$ cat src/rtl/core/ple_pkg.sv
package ple_pkg;

    localparam int DEFAULT_CAPACITY = 64;

    localparam int CMD_W   = 2;
    localparam int POS_W   = 7;
    localparam int VAL_W   = 32;
    localparam int ST_W    = 3;
    localparam int FOUND_W = 6;

    localparam logic [CMD_W-1:0] CMD_INSERT = 2'd0;
    localparam logic [CMD_W-1:0] CMD_READ   = 2'd1;
    localparam logic [CMD_W-1:0] CMD_REMOVE = 2'd2;
    localparam logic [CMD_W-1:0] CMD_SEARCH = 2'd3;

    localparam logic [ST_W-1:0] ST_OK        = 3'd0;
    localparam logic [ST_W-1:0] ST_BAD_POS   = 3'd1;
    localparam logic [ST_W-1:0] ST_EMPTY     = 3'd2;
    localparam logic [ST_W-1:0] ST_NOT_FOUND = 3'd3;
    localparam logic [ST_W-1:0] ST_FULL      = 3'd4;

    // controller -> datapath
    typedef struct packed {
        logic load;
        logic start_up;
        logic start_dn;
        logic start_scan;
        logic shift_up;
        logic shift_dn;
        logic scan;
        logic rd_pos;
        logic cap_value;
        logic put;
        logic drop;
        logic hit;
        logic miss;
        logic out_load;
    } ctl_t;

    // datapath -> controller
    typedef struct packed {
        logic [CMD_W-1:0] cmd;
        logic             ok;
        logic             ins_direct;
        logic             rm_direct;
        logic             up_last;
        logic             dn_last;
        logic             scan_hit;
        logic             scan_end;
    } sts_t;

endpackage

$ cat src/rtl/core/ple_datapath.sv
module ple_datapath #(
    parameter int CAPACITY = ple_pkg::DEFAULT_CAPACITY
) (
    input  logic                                 aclk,
    input  logic                                 aresetn,
    input  logic        [ple_pkg::CMD_W-1:0]     s_command,
    input  logic        [ple_pkg::POS_W-1:0]     s_item_position,
    input  logic signed [ple_pkg::VAL_W-1:0]     s_item_value,
    input  ple_pkg::ctl_t                        ctl,
    output ple_pkg::sts_t                        sts,
    output logic        [ple_pkg::ST_W-1:0]      m_status,
    output logic        [ple_pkg::FOUND_W-1:0]   m_found_position,
    output logic signed [ple_pkg::VAL_W-1:0]     m_read_value
);

    localparam int ADDR_W = (CAPACITY > 1) ? $clog2(CAPACITY) : 1;
    localparam int CNT_W  = $clog2(CAPACITY + 1);
    localparam int CMP_W  = (CNT_W > ple_pkg::POS_W) ? CNT_W : ple_pkg::POS_W;

    logic signed [ple_pkg::VAL_W-1:0] mem [CAPACITY];

    logic [CNT_W-1:0]  count_reg, count_next;
    logic [CNT_W-1:0]  idx_reg, idx_next;
    logic [ADDR_W-1:0] pos_reg;
    logic signed [ple_pkg::VAL_W-1:0] val_reg;
    logic [ple_pkg::CMD_W-1:0]   cmd_reg;
    logic [ple_pkg::ST_W-1:0]    st_reg;
    logic [ple_pkg::FOUND_W-1:0] found_reg;
    logic signed [ple_pkg::VAL_W-1:0] value_reg;
    logic signed [ple_pkg::VAL_W-1:0] rd_data_reg;
    logic [ADDR_W-1:0] rd_addr_reg;
    logic              rd_pend_reg;
    logic              wr_pend_reg;
    logic              up_reg;

    logic [ple_pkg::ST_W-1:0] pre_st;
    logic [CMP_W-1:0]  pos_ext, cnt_ext;
    logic              rd_en;
    logic [ADDR_W-1:0] rd_addr;
    logic              wr_en;
    logic [ADDR_W-1:0] wr_addr;
    logic signed [ple_pkg::VAL_W-1:0] wr_data;
    logic [CNT_W-1:0]  pos_cnt;
    logic [CNT_W-1:0]  last_idx;

    assign pos_cnt  = CNT_W'(pos_reg);
    assign last_idx = count_reg - CNT_W'(1);

    // range checks on the incoming transaction
    always_comb begin
        pos_ext = CMP_W'(s_item_position);
        cnt_ext = CMP_W'(count_reg);
        case (s_command)
            ple_pkg::CMD_INSERT: begin
                if (pos_ext > cnt_ext) begin
                    pre_st = ple_pkg::ST_BAD_POS;
                end else if (count_reg == CNT_W'(CAPACITY)) begin
                    pre_st = ple_pkg::ST_FULL;
                end else begin
                    pre_st = ple_pkg::ST_OK;
                end
            end
            ple_pkg::CMD_READ, ple_pkg::CMD_REMOVE: begin
                if (count_reg == '0) begin
                    pre_st = ple_pkg::ST_EMPTY;
                end else if (pos_ext >= cnt_ext) begin
                    pre_st = ple_pkg::ST_BAD_POS;
                end else begin
                    pre_st = ple_pkg::ST_OK;
                end
            end
            default: begin
                pre_st = (count_reg == '0) ? ple_pkg::ST_EMPTY : ple_pkg::ST_OK;
            end
        endcase
    end

    always_comb begin
        rd_en   = 1'b0;
        rd_addr = idx_reg[ADDR_W-1:0];
        if (ctl.rd_pos) begin
            rd_en   = 1'b1;
            rd_addr = pos_reg;
        end else if (ctl.shift_up || ctl.shift_dn) begin
            rd_en = 1'b1;
        end else if (ctl.scan) begin
            rd_en = (idx_reg < count_reg);
        end
    end

    // shift writes land in the cycle after their read
    always_comb begin
        wr_en   = 1'b0;
        wr_addr = pos_reg;
        wr_data = val_reg;
        if (ctl.put) begin
            wr_en = 1'b1;
        end else if (wr_pend_reg) begin
            wr_en   = 1'b1;
            wr_addr = up_reg ? rd_addr_reg + ADDR_W'(1) : rd_addr_reg - ADDR_W'(1);
            wr_data = rd_data_reg;
        end
    end

    always_ff @(posedge aclk) begin
        if (wr_en) begin
            mem[wr_addr] <= wr_data;
        end
        if (rd_en) begin
            rd_data_reg <= mem[rd_addr];
            rd_addr_reg <= rd_addr;
        end
    end

    always_comb begin
        idx_next = idx_reg;
        if (ctl.start_up) begin
            idx_next = last_idx;
        end else if (ctl.start_dn) begin
            idx_next = pos_cnt + CNT_W'(1);
        end else if (ctl.start_scan) begin
            idx_next = '0;
        end else if (ctl.shift_up) begin
            idx_next = idx_reg - CNT_W'(1);
        end else if (ctl.shift_dn || ctl.scan) begin
            idx_next = idx_reg + CNT_W'(1);
        end
    end

    always_comb begin
        count_next = count_reg;
        if (ctl.put) begin
            count_next = count_reg + CNT_W'(1);
        end else if (ctl.drop) begin
            count_next = last_idx;
        end
    end

    always_ff @(posedge aclk) begin
        if (!aresetn) begin
            count_reg   <= '0;
            rd_pend_reg <= 1'b0;
            wr_pend_reg <= 1'b0;
        end else begin
            count_reg   <= count_next;
            rd_pend_reg <= rd_en;
            wr_pend_reg <= ctl.shift_up || ctl.shift_dn;
        end
    end

    always_ff @(posedge aclk) begin
        idx_reg <= idx_next;
        if (ctl.load) begin
            cmd_reg   <= s_command;
            pos_reg   <= ADDR_W'(s_item_position);
            val_reg   <= s_item_value;
            st_reg    <= pre_st;
            found_reg <= '0;
            value_reg <= '0;
        end
        if (ctl.shift_up) begin
            up_reg <= 1'b1;
        end else if (ctl.shift_dn) begin
            up_reg <= 1'b0;
        end
        if (ctl.hit) begin
            found_reg <= ple_pkg::FOUND_W'(rd_addr_reg);
        end
        if (ctl.miss) begin
            st_reg <= ple_pkg::ST_NOT_FOUND;
        end
        if (ctl.cap_value) begin
            value_reg <= rd_data_reg;
        end
        if (ctl.out_load) begin
            m_status         <= st_reg;
            m_found_position <= found_reg;
            m_read_value     <= value_reg;
        end
    end

    always_comb begin
        sts.cmd        = cmd_reg;
        sts.ok         = (st_reg == ple_pkg::ST_OK);
        sts.ins_direct = (pos_cnt == count_reg);
        sts.rm_direct  = (pos_cnt + CNT_W'(1) == count_reg);
        sts.up_last    = (idx_reg == pos_cnt);
        sts.dn_last    = (idx_reg == last_idx);
        sts.scan_hit   = rd_pend_reg && (rd_data_reg == val_reg);
        sts.scan_end   = rd_pend_reg && (CNT_W'(rd_addr_reg) == last_idx);
    end

    a_count_in_range: assert property (@(posedge aclk) disable iff (!aresetn)
        count_reg <= CNT_W'(CAPACITY))
        else $error("entry count beyond capacity");

    a_no_write_clash: assert property (@(posedge aclk) disable iff (!aresetn)
        !(ctl.put && wr_pend_reg))
        else $error("insert write collides with a pending shift write");

    a_count_changes_on_cmd: assert property (@(posedge aclk) disable iff (!aresetn)
        ($past(aresetn) && (count_reg != $past(count_reg))) |-> $past(ctl.put || ctl.drop))
        else $error("entry count changed without insert or remove");

endmodule

$ cat src/rtl/core/ple_ctrl.sv
module ple_ctrl (
    input  logic          aclk,
    input  logic          aresetn,
    input  logic          s_valid,
    output logic          s_ready,
    output logic          m_valid,
    input  logic          m_ready,
    input  ple_pkg::sts_t sts,
    output ple_pkg::ctl_t ctl
);

    localparam logic [3:0] S_IDLE     = 4'd0;
    localparam logic [3:0] S_CHECK    = 4'd1;
    localparam logic [3:0] S_SHIFT_UP = 4'd2;
    localparam logic [3:0] S_UP_FLUSH = 4'd3;
    localparam logic [3:0] S_PUT      = 4'd4;
    localparam logic [3:0] S_SHIFT_DN = 4'd5;
    localparam logic [3:0] S_DN_FLUSH = 4'd6;
    localparam logic [3:0] S_RD_WAIT  = 4'd7;
    localparam logic [3:0] S_SCAN     = 4'd8;
    localparam logic [3:0] S_FINISH   = 4'd9;

    logic [3:0] state_reg, state_next;
    logic       m_valid_reg, m_valid_next;

    assign s_ready = (state_reg == S_IDLE);
    assign m_valid = m_valid_reg;

    always_comb begin
        state_next = state_reg;
        ctl        = '0;
        case (state_reg)
            S_IDLE: begin
                if (s_valid) begin
                    ctl.load   = 1'b1;
                    state_next = S_CHECK;
                end
            end
            S_CHECK: begin
                if (!sts.ok) begin
                    state_next = S_FINISH;
                end else begin
                    case (sts.cmd)
                        ple_pkg::CMD_INSERT: begin
                            if (sts.ins_direct) begin
                                state_next = S_PUT;
                            end else begin
                                ctl.start_up = 1'b1;
                                state_next   = S_SHIFT_UP;
                            end
                        end
                        ple_pkg::CMD_READ: begin
                            ctl.rd_pos = 1'b1;
                            state_next = S_RD_WAIT;
                        end
                        ple_pkg::CMD_REMOVE: begin
                            if (sts.rm_direct) begin
                                state_next = S_DN_FLUSH;
                            end else begin
                                ctl.start_dn = 1'b1;
                                state_next   = S_SHIFT_DN;
                            end
                        end
                        default: begin
                            ctl.start_scan = 1'b1;
                            state_next     = S_SCAN;
                        end
                    endcase
                end
            end
            S_SHIFT_UP: begin
                ctl.shift_up = 1'b1;
                if (sts.up_last) begin
                    state_next = S_UP_FLUSH;
                end
            end
            S_UP_FLUSH: begin
                state_next = S_PUT;
            end
            S_PUT: begin
                ctl.put    = 1'b1;
                state_next = S_FINISH;
            end
            S_SHIFT_DN: begin
                ctl.shift_dn = 1'b1;
                if (sts.dn_last) begin
                    state_next = S_DN_FLUSH;
                end
            end
            S_DN_FLUSH: begin
                ctl.drop   = 1'b1;
                state_next = S_FINISH;
            end
            S_RD_WAIT: begin
                ctl.cap_value = 1'b1;
                state_next    = S_FINISH;
            end
            S_SCAN: begin
                if (sts.scan_hit) begin
                    ctl.hit    = 1'b1;
                    state_next = S_FINISH;
                end else if (sts.scan_end) begin
                    ctl.miss   = 1'b1;
                    state_next = S_FINISH;
                end else begin
                    ctl.scan = 1'b1;
                end
            end
            S_FINISH: begin
                if (!m_valid_reg || m_ready) begin
                    ctl.out_load = 1'b1;
                    state_next   = S_IDLE;
                end
            end
            default: begin
                state_next = S_IDLE;
            end
        endcase
    end

    always_comb begin
        m_valid_next = m_valid_reg;
        if (ctl.out_load) begin
            m_valid_next = 1'b1;
        end else if (m_ready) begin
            m_valid_next = 1'b0;
        end
    end

    always_ff @(posedge aclk) begin
        if (!aresetn) begin
            state_reg   <= S_IDLE;
            m_valid_reg <= 1'b0;
        end else begin
            state_reg   <= state_next;
            m_valid_reg <= m_valid_next;
        end
    end

endmodule

$ cat src/rtl/core/positional_list_engine.sv
// Ordered list of signed 32-bit values, up to CAPACITY entries, held in a simple dual-port
// memory (one write, one registered read per cycle). One transaction is processed at a time;
// a finished result sits in the output register while the next command is taken. Shifts and
// searches walk the memory one entry per cycle: read fetches one entry; insert shifts later
// entries up and remove shifts them down, unless the position is at the end of the list; search
// scans from the front to the first hit or the last entry; a rejected command skips all of
// these. Entries are not cleared at reset, only the count is.
module positional_list_engine #(
    parameter int CAPACITY = ple_pkg::DEFAULT_CAPACITY
) (
    input  logic                                aclk,
    input  logic                                aresetn,
    input  logic                                s_valid,
    output logic                                s_ready,
    input  logic        [ple_pkg::CMD_W-1:0]    s_command,
    input  logic        [ple_pkg::POS_W-1:0]    s_item_position,
    input  logic signed [ple_pkg::VAL_W-1:0]    s_item_value,
    output logic                                m_valid,
    input  logic                                m_ready,
    output logic        [ple_pkg::ST_W-1:0]     m_status,
    output logic        [ple_pkg::FOUND_W-1:0]  m_found_position,
    output logic signed [ple_pkg::VAL_W-1:0]    m_read_value
);

    ple_pkg::ctl_t ctl;
    ple_pkg::sts_t sts;

    ple_ctrl u_ctrl (
        .aclk    (aclk),
        .aresetn (aresetn),
        .s_valid (s_valid),
        .s_ready (s_ready),
        .m_valid (m_valid),
        .m_ready (m_ready),
        .sts     (sts),
        .ctl     (ctl)
    );

    ple_datapath #(
        .CAPACITY (CAPACITY)
    ) u_datapath (
        .aclk             (aclk),
        .aresetn          (aresetn),
        .s_command        (s_command),
        .s_item_position  (s_item_position),
        .s_item_value     (s_item_value),
        .ctl              (ctl),
        .sts              (sts),
        .m_status         (m_status),
        .m_found_position (m_found_position),
        .m_read_value     (m_read_value)
    );

endmodule

$ cat config.mk
export PLATFORM = sky130hd
export DESIGN_NAME = positional_list_engine
export DESIGN_NICKNAME = d
export VERILOG_FILES = /design/src/rtl/core/ple_pkg.sv /design/src/rtl/core/ple_datapath.sv /design/src/rtl/core/ple_ctrl.sv /design/src/rtl/core/positional_list_engine.sv
export SDC_FILE = /design/constraint.sdc
export NUM_CORES = 2
export LEC_CHECK = 0
export ABC_AREA = 1
export BUFFER_PORTS_ARGS = -buffer_cell sky130_fd_sc_hd__buf_2
export CAP_MARGIN = 40
export CORE_ASPECT_RATIO = 1.5
export CORE_MARGIN = 2
export CORE_UTILIZATION = 30
export CTS_CLUSTER_SIZE = 25
export DETAILED_ROUTE_END_ITERATION = 10
export PLACE_DENSITY = 0.54
export RECOVER_POWER = 50
export SLEW_MARGIN = 25
export SYNTH_ARGS = -nofsm -noshare
export SYNTH_HDL_FRONTEND = slang
export SYNTH_SLANG_ARGS = --single-unit
$ cat constraint.sdc
create_clock -name aclk -period 5.63 [get_ports aclk]
set_input_delay 0.563 -clock aclk [delete_from_list [all_inputs] [get_ports aclk]]
set_output_delay 0.563 -clock aclk [all_outputs]
set_load 0.02 [all_outputs]
== Yosys cells after proc, flatten, opt, wreduce, memory -nomap -nowiden ==
Memories as Yosys holds them, arrays and structs flattened. A register that Yosys moved wholly into a read port is not among the register bits.
Index checks and enable logic that the tools add are counted.

* Bits of input ports: 45
* Memories kept: 1
* Output and inout port bits: 43
* Register bits: 150
* RAM bits: 2048
* Logic and storage cells: 142

{| class="wikitable"
|+ Memory list
! name !! depth !! bits a word !! read ports !! clocked after Yosys merged registers in !! write ports !! RTL line !! source
|-
| u_datapath.mem || 64 || 32 || 1 || 1 || 1 || ple_datapath.sv:20 || <nowiki>logic signed [ple_pkg::VAL_W-1:0] mem [CAPACITY];</nowiki>
|}

* $lt $le $gt $ge: 3
* Multiplexer cells: 69
* Reduce and logical (&&, ||, !) cells: 20
* Add/sub/neg operators: 7
* Eq/ne operators: 25

{| class="wikitable"
|+ Operator list
! kind !! number
|-
| 2-to-1 mux 32 bit || 4
|-
| 2-to-1 mux 7 bit || 7
|-
| 2-to-1 mux 6 bit || 6
|-
| 2-to-1 mux 1 bit || 33
|-
| equality test 32 bit || 1
|-
| case mux 4 bit (8 select lines) || 1
|-
| 2-to-1 mux 4 bit || 7
|-
| 2-to-1 mux 3 bit || 6
|-
| equality test 4 x 3 -> 1 bit, second input constant || 4
|-
| adder 7 x 1 -> 7 bit, second input constant || 2
|-
| equality test 6 x 7 -> 1 bit || 2
|-
| equality test 7 bit || 2
|-
| subtractor 7 x 1 -> 7 bit, second input constant || 2
|-
| case mux 4 bit (3 select lines) || 1
|-
| equality test 4 x 2 -> 1 bit, second input constant || 2
|-
| equality test 4 bit, second input constant || 2
|-
| nonzero test 2 bit || 4
|-
| adder 6 x 1 -> 7 bit, second input constant || 1
|-
| equality test 7 x 6 -> 1 bit || 1
|-
| equality test 7 bit, second input constant || 1
|-
| >= comparator 7 bit || 1
|-
| greater-than comparator 7 bit || 1
|-
| zero test 7 bit || 1
|-
| less-than comparator 7 bit || 1
|-
| 20 further kinds || 31
|}

== Logic depth before layout (Yosys ltp) ==
* Depth in word-level cells: 12
* Mapped depth: 16
* Mapped depth without buffers: 16

== Cells and area by module ==
Synthesis repeated with hierarchy kept, for this count alone.

* Cell total of the unflattened synthesis: 9437
* Area, all modules: 98445.7 um^2

{| class="wikitable"
|+ Modules (own cells, without submodules)
! module !! cells an instance !! times used !! area each (um^2) !! sequential area each (um^2)
|-
| ple_datapath || 9327 || 1 || 97802.6 || 66684.0
|-
| ple_ctrl || 110 || 1 || 643.1 || 100.1
|}

== Worst setup path after synthesis ==
OpenSTA, ideal clock, no wires.

* Path type: input to register
* Start point: input m_ready
* End point: register u_datapath.m_found_position[0] (netlist name), enable pin
* Arrival: 4543 ps
* Library setup time: 542 ps
* Buffers on the path: 0
* Required time: 5088 ps
* Stages on the path: 2
* Slack: 545 ps
* Cell sequence: nor2_1 -> nor4_1

{| class="wikitable"
|+ RTL lines
! element !! RTL line !! source
|-
| start, declared || positional_list_engine.sv:19 || <nowiki>input logic m_ready,</nowiki>
|-
| end signal, assigned || ple_datapath.sv:177 || <nowiki>m_found_position <= found_reg;</nowiki>
|-
| end, declared || ple_datapath.sv:12 || <nowiki>output logic [ple_pkg::FOUND_W-1:0] m_found_position,</nowiki>
|}

== Final worst setup path ==
* Start point: register u_ctrl.state_reg[2]
* End point: memory u_datapath.mem[18][3] (netlist name) (data pin)

* Word-level cells in the longest chain between the ends: 3

{| class="wikitable"
|+ RTL lines
! element !! RTL line !! source
|-
| start, declared || ple_ctrl.sv:23 || <nowiki>logic [3:0] state_reg, state_next;</nowiki>
|-
| start signal, assigned || ple_ctrl.sv:135 || <nowiki>state_reg <= state_next;</nowiki>
|-
| equality test 4 x 3 -> 1 bit || ple_ctrl.sv:32 || <nowiki>case (state_reg)</nowiki>
|-
| 2-to-1 mux 1 bit || ple_ctrl.sv:32 ||
|-
| 2-to-1 mux 32 bit || ple_datapath.sv:96 || <nowiki>if (ctl.put) begin</nowiki>
|-
| via u_datapath.wr_data, one bit || ple_datapath.sv:42 || <nowiki>logic signed [ple_pkg::VAL_W-1:0] wr_data;</nowiki>
|-
| end, declared || ple_datapath.sv:20 ||
|}

The timed path passes the listed nets, and every way through them passes these cells.

==> out/summary.txt <==
status: complete, but fails checks
failing checks: capacitance limit, slew limit
core area: 326000 µm²
sequential power share: 37.1%
non-filler cells, final: 13900
Total Wirelength: 296000 µm
P_int: 33.5 mW
multi-input logic area: 22600 µm²
Net Sw Power: 22.8 mW
Final TNS setup: 0 ns
post-synthesis sequential area ratio: 68.1%
DRC: 0
number of core rows: 257
Slew headroom: -99.4%
Synth async-reset ratio: 0%
cell chosen for the clock root: clkbuf_16
total setup buffers inserted after CTS: 0
Syn Nets: 9461
CTS Buf Count: 203
GRT met1 Usage: 20.6%
Clock power frac: 24.3%
most frequent cell after synthesis: edfxtp_1
Seq cells post-synth: 2230
Sequential Area: 66800 µm²
worst slew pin tran: 2.99 ns
clock latency on the worst-skew pair: 0.91 ns
worst r2r src: u_ctrl.state_reg[2]$_SDFFE_PN0P_
number of flops mapped to enable cells by yosys: 2212
Most Crowded Layer GR: met2
clock-pin slew on the worst setup and hold paths: 0.07 ns
minimum clock period: 4.69 ns
R2R setup slack: 0.94 ns
post-synthesis cell type count: 42
Yosys top cell by area: edfxtp_1
initial antenna violation count: 3
FF-to-FF path depth: 8
worst slack, placed: 1.14 ns
Fmax: 213 MHz
setup violators final: 0
Detail Route Antenna Nets: 0
Ports: 88
area share of the largest cell type after synthesis: 67.7%
Leakage: 45.5 nW
critical path arrival: 4.92 ns
Vias/cell: 4.80
CTS tree: built
DIE WIDTH: 471 µm
Net Sw Frac: 40.4%
Fillers: 32600
Final Hold Fails: 0
RSZ-0062 raised after global routing: false
Primary FF master, synth: edfxtp_1
CP startpoint: u_ctrl.state_reg[2]$_SDFFE_PN0P_
Ys Warns: 0
share of layout cells above drive strength 1: 6.64%
top post-synthesis cells by area: edfxtp_1 68%, nand3_1 10%, nand2_1 8.4%, inv_1 7.2%, buf_2 1.6%
TritonRoute pass-1 iters: 6
Synth Area per Inst: 10.5 µm²
Initial Utilization: 30.1%
top cells by count, synth: 2212 x edfxtp_1, 2185 x nand2_1, 2030 x nand3_1
max reg flops: 2048
Critical R2R Capture: u_datapath.mem[18][3]$_DFFE_PP_
crit path to: u_datapath.mem[18][3]$_DFFE_PP_
pin count of the biggest net entering global routing: 116
full die area: 332000 µm²
hold crit path type: in -> reg
met3 Use GR: 2.09%
grt ovf: 0
Worst Path Max Fanout: 64
average wire per standard cell: 21.3 µm
element type at the critical path end: register
CP Launch Type: register
register with the most flip-flops: u_datapath.mem
Clock Skew: 0.0731 ns
CP Data Required Time: 5.86 ns
Final #Nets: 9573
Peak VDD IR: 0.599 mV
Crit Path Category: reg -> reg
Mapped Cells: 9381
Sink Count: 2230
port bufs: 87
fin area: 112000 µm²
Max Cap Violations: 21
H-tree Lvls: 4
clock buffer depth: 4
hpwl dp: 174000 µm
WHS: 0.159 ns
first-pass GRT wire length: 436000 µm
Die H: 704 µm
P&R area growth vs syn: 13.8%
Area after DPL: 105000 µm²
placed instance count: 13500
vias in the first global route: 65600
1st-iter DRT viols: 5931
M2 GR Usage: 31.4%
Comb power frac: 38.6%
routability cong.: 0.871
Mapped Area: 98100 µm²
Final Slew Violations: 1152
Total Routing Usage GR: 17.4%
setup ws final: 0.944 ns
DR vias: 66800
power density cells: 504 nW/µm²
fin crit share: 83.2%
## worst max-delay path, stage by stage, from the launching register on
cell and delay (ns):
dfxtp_1 0.39, inv_1 0.07, nor2_1 0.20, nand2_1 0.16
nand2_1 0.35, buf_4 0.41, nand2_1 0.16, o21ai_4 0.08
clkbuf_1 2.11
## kinds of logic after synthesis
kind of cell	after synthesis	synth area share [%]
xor gates and xnor gates	37	0.330
DFF	2230	68.1
buffers and inverters	2369	9.60
AOI/OAI and AO/OA	129	0.748
adders and majority gates	35	0.462
and+or+nand+nor	4581	20.8
## routing by layer
layer / wire length (µm) / vias to the layer above / share of wire [%]
met1: 115000 / 33000 / 39
met3: 16000 / 600 / 5.4
met5: 0 / - / 0
met2: 152000 / 2280 / 51
met4: 13300 / 0 / 4.5
li1: - / 30900 / -
## worst min path at each step
stage                                                 from                                        to  slack, ns  cells past startpoint
floorplan            u_datapath.found_reg[0]$_SDFFCE_PN0P_  u_datapath.m_found_position[0]$_DFFE_PP_       0.40                      0
CTS                                                s_valid         u_datapath.st_reg[2]$_SDFFE_PP0P_       0.14                      4
finish                                             s_valid         u_datapath.st_reg[0]$_SDFFE_PP1P_       0.16                      4
global route                                       s_valid         u_datapath.st_reg[2]$_SDFFE_PP0P_       0.22                      4
detailed placement  u_datapath.value_reg[10]$_SDFFCE_PN0P_     u_datapath.m_read_value[10]$_DFFE_PP_       0.41                      0
global placement    u_datapath.value_reg[10]$_SDFFCE_PN0P_     u_datapath.m_read_value[10]$_DFFE_PP_       0.40                      0
## cell type report
type / count / area share [%]
clock buffer: 247 / 4.75
timing repair buffer: 388 / 3.13
sequential: 2230 / 59.8
inverter: 1888 / 6.36
antenna: 2 / 0.00448
clock inverter: 116 / 0.928
tap: 4273 / 4.79
multi-input combinational: 4782 / 20.3
## placed cells by master, fill, tap and decap left out, types with 17 or more instances in the layout
cell type and count:
buf_4 155, inv_1 1884, clkinv_2 34, nor2_4 64
clkbuf_1 118, clkbuf_16 205, ha_1 33, edfxtp_1 2212
dlygate4sd3_1 42, buf_12 57, nand3_1 2030, clkinv_1 45
a21oi_1 23, o21ai_0 60, nand3b_1 160, o21ai_4 17
nor2_1 110, buf_2 27, xnor2_1 26, dfxtp_1 18
nand2_1 2183
## power by group through the flow
stage          clock network (mW)  registers (mW)  logic [mW]
2_1_floorplan                   0            21.2        13.3
3_3_place_gp                    0            21.2        21.5
5_1_grt                      14.5            20.9        23.6
3_5_place_dp                    0            21.1        21.7
4_1_cts                      13.9            20.8        21.9
6_report                     13.7            20.9        21.7
## stage by stage
stage / total power, mW / util [%]
after floorplan: 34.4 / -
after global placement: 42.7 / 32.2
after detailed placement: 42.9 / 32.3
after CTS: 56.6 / 34.4
after global routing: 59.0 / 34.3
final: 56.3 / 34.3
## timing repair
item / CTS / global route
setup endpoints to repair: 0 / 0
resized for setup: 0 / 0
hold endpoints to repair: 46 / 0
hold buffers: 42 / 0
No activity file was read; power rests on OpenSTA's default activity.
